`src/hdl/essp_pkg.sv`:
```
// Shared types and constants for the entity slot property store.
`default_nettype none
package essp_pkg;
    localparam logic [2:0] OP_ALLOC = 3'd0;
    localparam logic [2:0] OP_FREE  = 3'd1;
    localparam logic [2:0] OP_READ  = 3'd2;
    localparam logic [2:0] OP_WRITE = 3'd3;
    localparam logic [2:0] OP_SETF  = 3'd4;
    localparam logic [2:0] OP_CHKF  = 3'd5;
    localparam logic [2:0] OP_CSUM  = 3'd6;
    localparam logic [2:0] OP_CLRD  = 3'd7;

    localparam logic [1:0] ST_OK    = 2'd0;
    localparam logic [1:0] ST_LIMIT = 2'd1;
    localparam logic [1:0] ST_INVAL = 2'd2;

    localparam int ROT_TOP = 31;

    typedef struct packed {
        logic [2:0]  operation;
        logic [15:0] entity;
        logic [15:0] property_req;
        logic [31:0] value;
        logic [31:0] frame;
    } cmd_t;

    typedef struct packed {
        logic [1:0]  status;
        logic [15:0] entity_id;
        logic [31:0] read_value;
        logic        frame_ok;
        logic [31:0] checksum;
        logic [16:0] live_count;
    } rsp_t;
endpackage
`default_nettype wire

```
`src/hdl/essp_cmd_fifo.sv`:
```
// Two-entry command queue between the input side and the execution engine.
`default_nettype none
module essp_cmd_fifo (
    input  wire logic            aclk,
    input  wire logic            aresetn,
    input  wire logic            in_valid,
    output logic                 in_ready,
    input  wire essp_pkg::cmd_t  in_cmd,
    output logic                 out_valid,
    input  wire logic            out_ready,
    output essp_pkg::cmd_t       out_cmd
);
    essp_pkg::cmd_t mem_reg [2];
    logic       wptr_reg, rptr_reg;
    logic [1:0] cnt_reg;
    logic       push, pop;

    assign in_ready  = (cnt_reg != 2'd2);
    assign out_valid = (cnt_reg != 2'd0);
    assign out_cmd   = mem_reg[rptr_reg];
    assign push = in_valid && in_ready;
    assign pop  = out_valid && out_ready;

    always_ff @(posedge aclk) begin
        if (push) mem_reg[wptr_reg] <= in_cmd;
        if (!aresetn) begin
            wptr_reg <= 1'b0;
            rptr_reg <= 1'b0;
            cnt_reg  <= 2'd0;
        end else begin
            if (push) wptr_reg <= ~wptr_reg;
            if (pop)  rptr_reg <= ~rptr_reg;
            cnt_reg <= cnt_reg + {1'b0, push} - {1'b0, pop};
        end
    end

    assert property (@(posedge aclk) disable iff (!aresetn)
        cnt_reg != 2'd3) else $error("queue count overrun");
    assert property (@(posedge aclk) disable iff (!aresetn)
        (cnt_reg == 2'd0) |-> (wptr_reg == rptr_reg)) else $error("ptr mismatch on empty");
    assert property (@(posedge aclk) disable iff (!aresetn)
        (cnt_reg == 2'd2) |-> (wptr_reg == rptr_reg)) else $error("ptr mismatch on full");
endmodule
`default_nettype wire

```
`config.mk`:
```
export PLATFORM = sky130hd
export DESIGN_NAME = essp_cmd_fifo
export DESIGN_NICKNAME = d
export VERILOG_FILES = /design/src/hdl/essp_pkg.sv /design/src/hdl/essp_cmd_fifo.sv
export SDC_FILE = /design/constraint.sdc
export NUM_CORES = 1
export LEC_CHECK = 0
export ABC_AREA = 1
export BUFFER_PORTS_ARGS = -buffer_cell sky130_fd_sc_hd__buf_4
export CAP_MARGIN = 20
export CORE_MARGIN = 5
export CORE_UTILIZATION = 47
export CTS_CLUSTER_SIZE = 24
export DETAILED_ROUTE_END_ITERATION = 10
export PLACE_DENSITY_LB_ADDON = 0.25
export SLEW_MARGIN = 20
export SYNTH_ARGS = -nofsm -noshare
export SYNTH_HDL_FRONTEND = slang
export SYNTH_SLANG_ARGS = --single-unit
```
`constraint.sdc`:
```
create_clock -name aclk -period 11.1 [get_ports aclk]
set_input_delay 2.22 -clock aclk [delete_from_list [all_inputs] [get_ports aclk]]
set_output_delay 2.22 -clock aclk [all_outputs]
set_load 0.1 [all_outputs]
```
==> flow_summary.yaml, run 1 <==
run_status:
  status: "completed"
placed_design:
  gp_congestion: 0.7367
  io_buffer_count: 203
  dp_hpwl_mm: 9.351
floorplanning:
  num_rows: 46
  io_pins: 204
  start_util_pct: 47.35
  die_h_um: 135.6
  core_area_mm2: 0.01566
  die_w_um: 135.6
  die-area_mm2: 0.01838
logic_synthesis:
  synth_nets: 449
  synth_cell_type_count: 12
  ys_warn_count: 0
  synth_seq_area_share_pct: 81.57
  syn_area_mm2: 0.007412
  postSynthCellCount: 344
  synth_seq_cells: 203
  syn_area_per_cell_um2: 21.55
global_routing:
  grt_usage_pct: 15.37
  antenna_found_initial: 0
  grt_max_degree: 77
  gr-total-overflow: 0
  grt_pass1_wl_mm: 22.18
  first_global_vias: 4297
worst_setup_path:
  path_cells: "buf_4, mux2_2, buf_4"
  r2r_slack_ps: 8500
  cp_slowest_cell: "buf_4"
  worst-path-max-fanout: 56
  start_kind: "register"
  r2r_end: "mem_reg[0][78]"
  critical_path_class: "register to output pin"
  cp.arrival_ps: 2690
  rr_worst_depth: 5
  cpPeakStageDelay_ps: 750
  crit_top_cell: "buf_4"
  critPathCaptureType: "output pin"
  required_ps: 8880
  reg2reg_from: "cnt_reg[0]"
sta:
  tns_ps: 0
  fin_crit_ps: 4908
  rsz0062_at_grt: "no"
  setup-violations-final: 0
  fmax_mhz: 203.7
  hold_violations: 0
  slew_headroom_pct: 31.56
  min_period_over_period_pct: 44.22
  tightest_slew_ps: 1027
  skew_ps: 10.21
  final_max_slew_viol_count: 0
final_layout:
  largest_register_ffs: 198
  num_antenna_cells: 0
  post-route-util_pct: 62.84
  drive_above_1_share_pct: 58.13
  most-common-layout-cells: "buf_4, edfxtp_1, mux2_2"
  nets: 668
  final_common_cell: "buf_4"
  syn_to_final_growth_pct: 32.71
power_and_ir_drop:
  power.density_mw_per_mm2: 302.4
  p_sw_w: 0.001317
  leakagePower_nw: 3.703
  swShare_pct: 44.28
  clkPwrFrac_pct: 22.5
  pwr-share-comb_pct: 43.4
  intPower_w: 0.001657
  seq_power_share_pct: 34.1
  peakVddDrop_mv: 0.2051
clocking:
  clock_latency_ps: 490
  clk_path_buf_depth: 3
  clk_pin_slew_ps: 60
  clockRootBuffer: "clkbuf_16"
  cts_inserted_buffers: 22
  hold_buffers: 0
  cts_setup_buffers: 0
  tritoncts: "done"
  cts_sinks: 203
  cts_resized: 0
  htreeDepth: 1
worst_hold_path:
  hp-class: "register to register"
  worstHoldPathCells: 2
  hold_path.startpoint: "rptr_reg"
drt:
  route.detailed.drc: 0
  routedWlPerCell_um: 18.21
  first_iter_violations: 185
  wl_met2_mm: 7.531
  vias: 3837
  ant_nets: 0
  via_per_inst: 4.832
  first_pass_iters: 4
  finalWirelength_mm: 14.46
  met1_length_mm: 5.475
  wl_met3_mm: 1.190
  routed.top_layer: "met4"
flow_run:
  cap_violations: 0
[kinds of logic after synthesis]
| logic type | count (synthesis) | synth area share [%] |
|---|---|---|
| adder cells (fa/ha/maj) | 2 | 0.3376 |
| AND/OR/NAND/NOR | 20 | 1.063 |
| multiplexers | 99 | 15.55 |
| buffers and inverters | 18 | 1.350 |
| flip-flops | 203 | 81.57 |
| AO/OA/AOI/OAI | 2 | 0.1350 |
[power by group through the flow]
stage | Clock (W) | Combinational (W) | Sequential (W)
after global routing | 0.000722 | 0.00133 | 0.00103
after floorplan | 0 | 0.00107 | 0.00102
after detailed placement | 0 | 0.00130 | 0.00103
after CTS | 0.000689 | 0.00130 | 0.00102
after global placement | 0 | 0.00129 | 0.00103
final | 0.000669 | 0.00129 | 0.00101
[Yosys cell counts]
| cell type | n | area share, % |
|---|---|---|
| a21oi_1 | 2 | 0.14 |
| dfxtp_1 | 5 | 1.4 |
| nand3_1 | 3 | 0.20 |
| ha_1 | 2 | 0.34 |
| inv_1 | 7 | 0.35 |
| nand2_1 | 9 | 0.46 |
| buf_6 | 3 | 0.46 |
| mux2_4 | 10 | 2.0 |
| edfxtp_1 | 198 | 80 |
| nor2_1 | 8 | 0.41 |
| buf_2 | 8 | 0.54 |
| mux2_2 | 89 | 14 |
[stage by stage]
step / hold slack (ps) / instances / setup WS [ps] / total power (W) / area (um^2)
global placement: 490.4 / 755 / 6685 / 0.002318 / 9169
global route: 556.4 / 794 / 6055 / 0.003081 / 9837
CTS: 513.7 / 794 / 6131 / 0.003010 / 9837
detailed placement: 498.0 / 755 / 6645 / 0.002334 / 9169
finish: 506.7 / 794 / 6192 / 0.002974 / 9837
floorplan: 467.5 / 344 / 4082 / 0.002084 / 7412
[layer usage]
metal	up-vias	GRT usage, %
met5	-	0
met4	0	4.031
met3	25	4.495
met2	139	27.57
met1	1891	18.13
li1	1782	-
[how the worst max path moves through the flow]
stage,start,to,slack [ps],cells after the start
3_5_place_dp,register,out_cmd[76],6640,3
3_3_place_gp,register,out_cmd[76],6690,3
2_1_floorplan,in_valid,mem_reg[0][0],4080,2
4_1_cts,register,out_cmd[76],6130,3
6_report,register,out_cmd[76],6190,3
5_1_grt,register,out_cmd[76],6050,3
[critical path: cells and delay by family, from the launching register on]
kind                   cells  cell delay (ps)
buffers and inverters      2              990
flip-flops                 1              730
multiplexers               1              430
[area by class of cell]
cell class	count	area (um^2)
fill	1150	5818
tap	216	270.3
inverter	7	28.78
clock buffer	35	650.6
clock inverter	4	17.52
timing repair buffer	206	1546
multi-input combinational	123	1274
sequential	203	6050
Power figures use the tool's default switching activity.
==> run 2: changes to the inputs <==
- clock period: 11.1 -> 4.9 ns (I/O delays scaled with it)
==> run 2 against run 1 <==
Flip-flop and latch count did not move. Worst hold slack worse by 3.8 ps. Die area stayed put. Clock-buffer cell count fell by 11. Critical path depth stayed put. Non-clock buffer count up 2. Largest cell class unchanged. Largest power group unchanged.
==> flow_summary.yaml, run 2 (synthesis gave the netlist of run 1 again) <==
run_status:
  status: "completed"
worst_setup_path:
  cpPeakStageDelay_ps: 700
  cp_slowest_cell: "dfxtp_4"
  crit_top_cell: "buf_4"
  rr_worst_depth: 5
  cp.arrival_ps: 2370
  r2r_slack_ps: 2750
  required_ps: 3920
  critPathCaptureType: "output pin"
  start_kind: "register"
  r2r_end: "mem_reg[0][62]"
  worst-path-max-fanout: 42
  reg2reg_from: "cnt_reg[0]"
  path_cells: "buf_4, mux2_2, buf_4"
  critPathBufInv: 2
  critical_path_class: "register to output pin"
  cp_num_cells: 3
  cp_top_family: "buffers and inverters"
clocking:
  cts_resized: 0
  htreeDepth: 1
  clk_path_buf_depth: 3
  cts_sinks: 203
  cts_setup_buffers: 0
  clk_pin_slew_ps: 60
  tritoncts: "done"
  clock_latency_ps: 480
  clockRootBuffer: "clkbuf_16"
  cts_inserted_buffers: 21
  hold_buffers: 0
drt:
  finalWirelength_mm: 14.19
  first_iter_violations: 148
  routedWlPerCell_um: 17.85
  route.detailed.drc: 0
  via_per_inst: 4.797
  first_pass_iters: 4
  ant_nets: 0
  vias: 3814
floorplanning:
  die_w_um: 135.6
  core_area_mm2: 0.01566
  die-area_mm2: 0.01838
  io_pins: 204
  die_h_um: 135.6
  start_util_pct: 47.35
  num_rows: 46
power_and_ir_drop:
  total_power_w: 0.006783
  leakagePower_nw: 3.729
  power.density_mw_per_mm2: 686.6
  swShare_pct: 43.98
  peakVddDrop_mv: 0.4322
  p_sw_w: 0.002983
  seq_power_share_pct: 33.8
  intPower_w: 0.003800
  clkPwrFrac_pct: 22.8
  pwr-share-comb_pct: 43.4
final_layout:
  largest_register_ffs: 198
  drive_above_1_share_pct: 58.89
  num_antenna_cells: 0
  syn_to_final_growth_pct: 33.29
  most-common-layout-cells: "buf_4, edfxtp_1, mux2_2"
  nets: 669
  final_common_cell: "buf_4"
global_routing:
  grt_pass1_wl_mm: 21.45
  grt_max_degree: 85
  gr-total-overflow: 0
  grt_usage_pct: 14.84
  antenna_found_initial: 0
  first_global_vias: 4068
sta:
  tightest_slew_ps: 802.3
  min_period_over_period_pct: 68.43
  rsz0062_at_grt: "no"
  setup-violations-final: 0
  slew_headroom_pct: 46.52
  final_max_slew_viol_count: 0
  hold_violations: 0
  fmax_mhz: 298.2
  skew_ps: 11.80
  tns_ps: 0
  fin_crit_ps: 3353
placed_design:
  gp_congestion: 0.7250
  io_buffer_count: 203
  dp_hpwl_mm: 9.405
flow_run:
  cap_violations: 0
worst_hold_path:
  worstHoldPathCells: 2
  hp-class: "register to register"
  hold_path.startpoint: "rptr_reg"
[run 2: cell count changes in the layout (fill, tap and decap cells not counted), sizes merged]
| cell | previous run | this run |
|---|---|---|
| buf | 206 | 208 |
| bufinv | 0 | 3 |
| clkbuf | 35 | 24 |
| clkinv | 4 | 10 |
| inv | 7 | 8 |
[run 2: through the flow]
stage / area (um^2) / std cells / utilization (%) / hold WS [ps] / worst slack [ps]
6_report: 9879 / 795 / 63.11 / 502.9 / 1547
5_1_grt: 9879 / 795 / 63.11 / 550.7 / 1409
4_1_cts: 9877 / 795 / 63.09 / 507.4 / 1490
3_5_place_dp: 9196 / 757 / 58.74 / 491.9 / 2008
3_3_place_gp: 9196 / 757 / 58.74 / 483.5 / 2039
2_1_floorplan: 7415 / 344 / - / 467.5 / 579.6
[run 2: per-layer routing]
metal  GRT usage (%)  part of all wire (%)  vias to the layer above
met5               0                     0                        -
met4           3.080                   1.1                        0
met3           5.944                    10                       16
met2           24.92                    50                      148
met1           18.34                    39                     1861
li1                -                     -                     1789
[run 2: tightest hold or removal path, cell delays in order (launching register included)]
cell and delay [ps]:
dfxtp_1 330, nor2_1 60, nor2_1 80
[run 2: worst max-delay path by stage]
| stage | start | endpoint | slack, ps |
|---|---|---|---|
| finish | register | out_cmd[37] | 1550 |
| global route | register | out_cmd[37] | 1410 |
| CTS | register | out_cmd[77] | 1490 |
| detailed placement | register | out_cmd[74] | 2010 |
| global placement | register | out_cmd[74] | 2040 |
| floorplan | cnt_reg[0] | mem_reg[0][0] | 580 |
[run 2: final cells by class]
| cell class | instances | area (um^2) |
|---|---|---|
| Inverter | 7 | 31.28 |
| Clock buffer | 24 | 536.8 |
| Sequential cell | 203 | 6050 |
| Fill cell | 1152 | 5776 |
| Tap cell | 216 | 270.3 |
| Timing Repair Buffer | 208 | 1574 |
| Multi-Input combinational cell | 123 | 1274 |
| Clock inverter | 14 | 143.9 |
[run 2: power groups by stage]
stage | Clock [W] | Sequential [W] | Combinational [W]
6_report | 0.00155 | 0.00229 | 0.00294
5_1_grt | 0.00167 | 0.00231 | 0.00303
4_1_cts | 0.00159 | 0.00230 | 0.00297
3_5_place_dp | 0 | 0.00233 | 0.00296
3_3_place_gp | 0 | 0.00232 | 0.00295
2_1_floorplan | 0 | 0.00229 | 0.00242
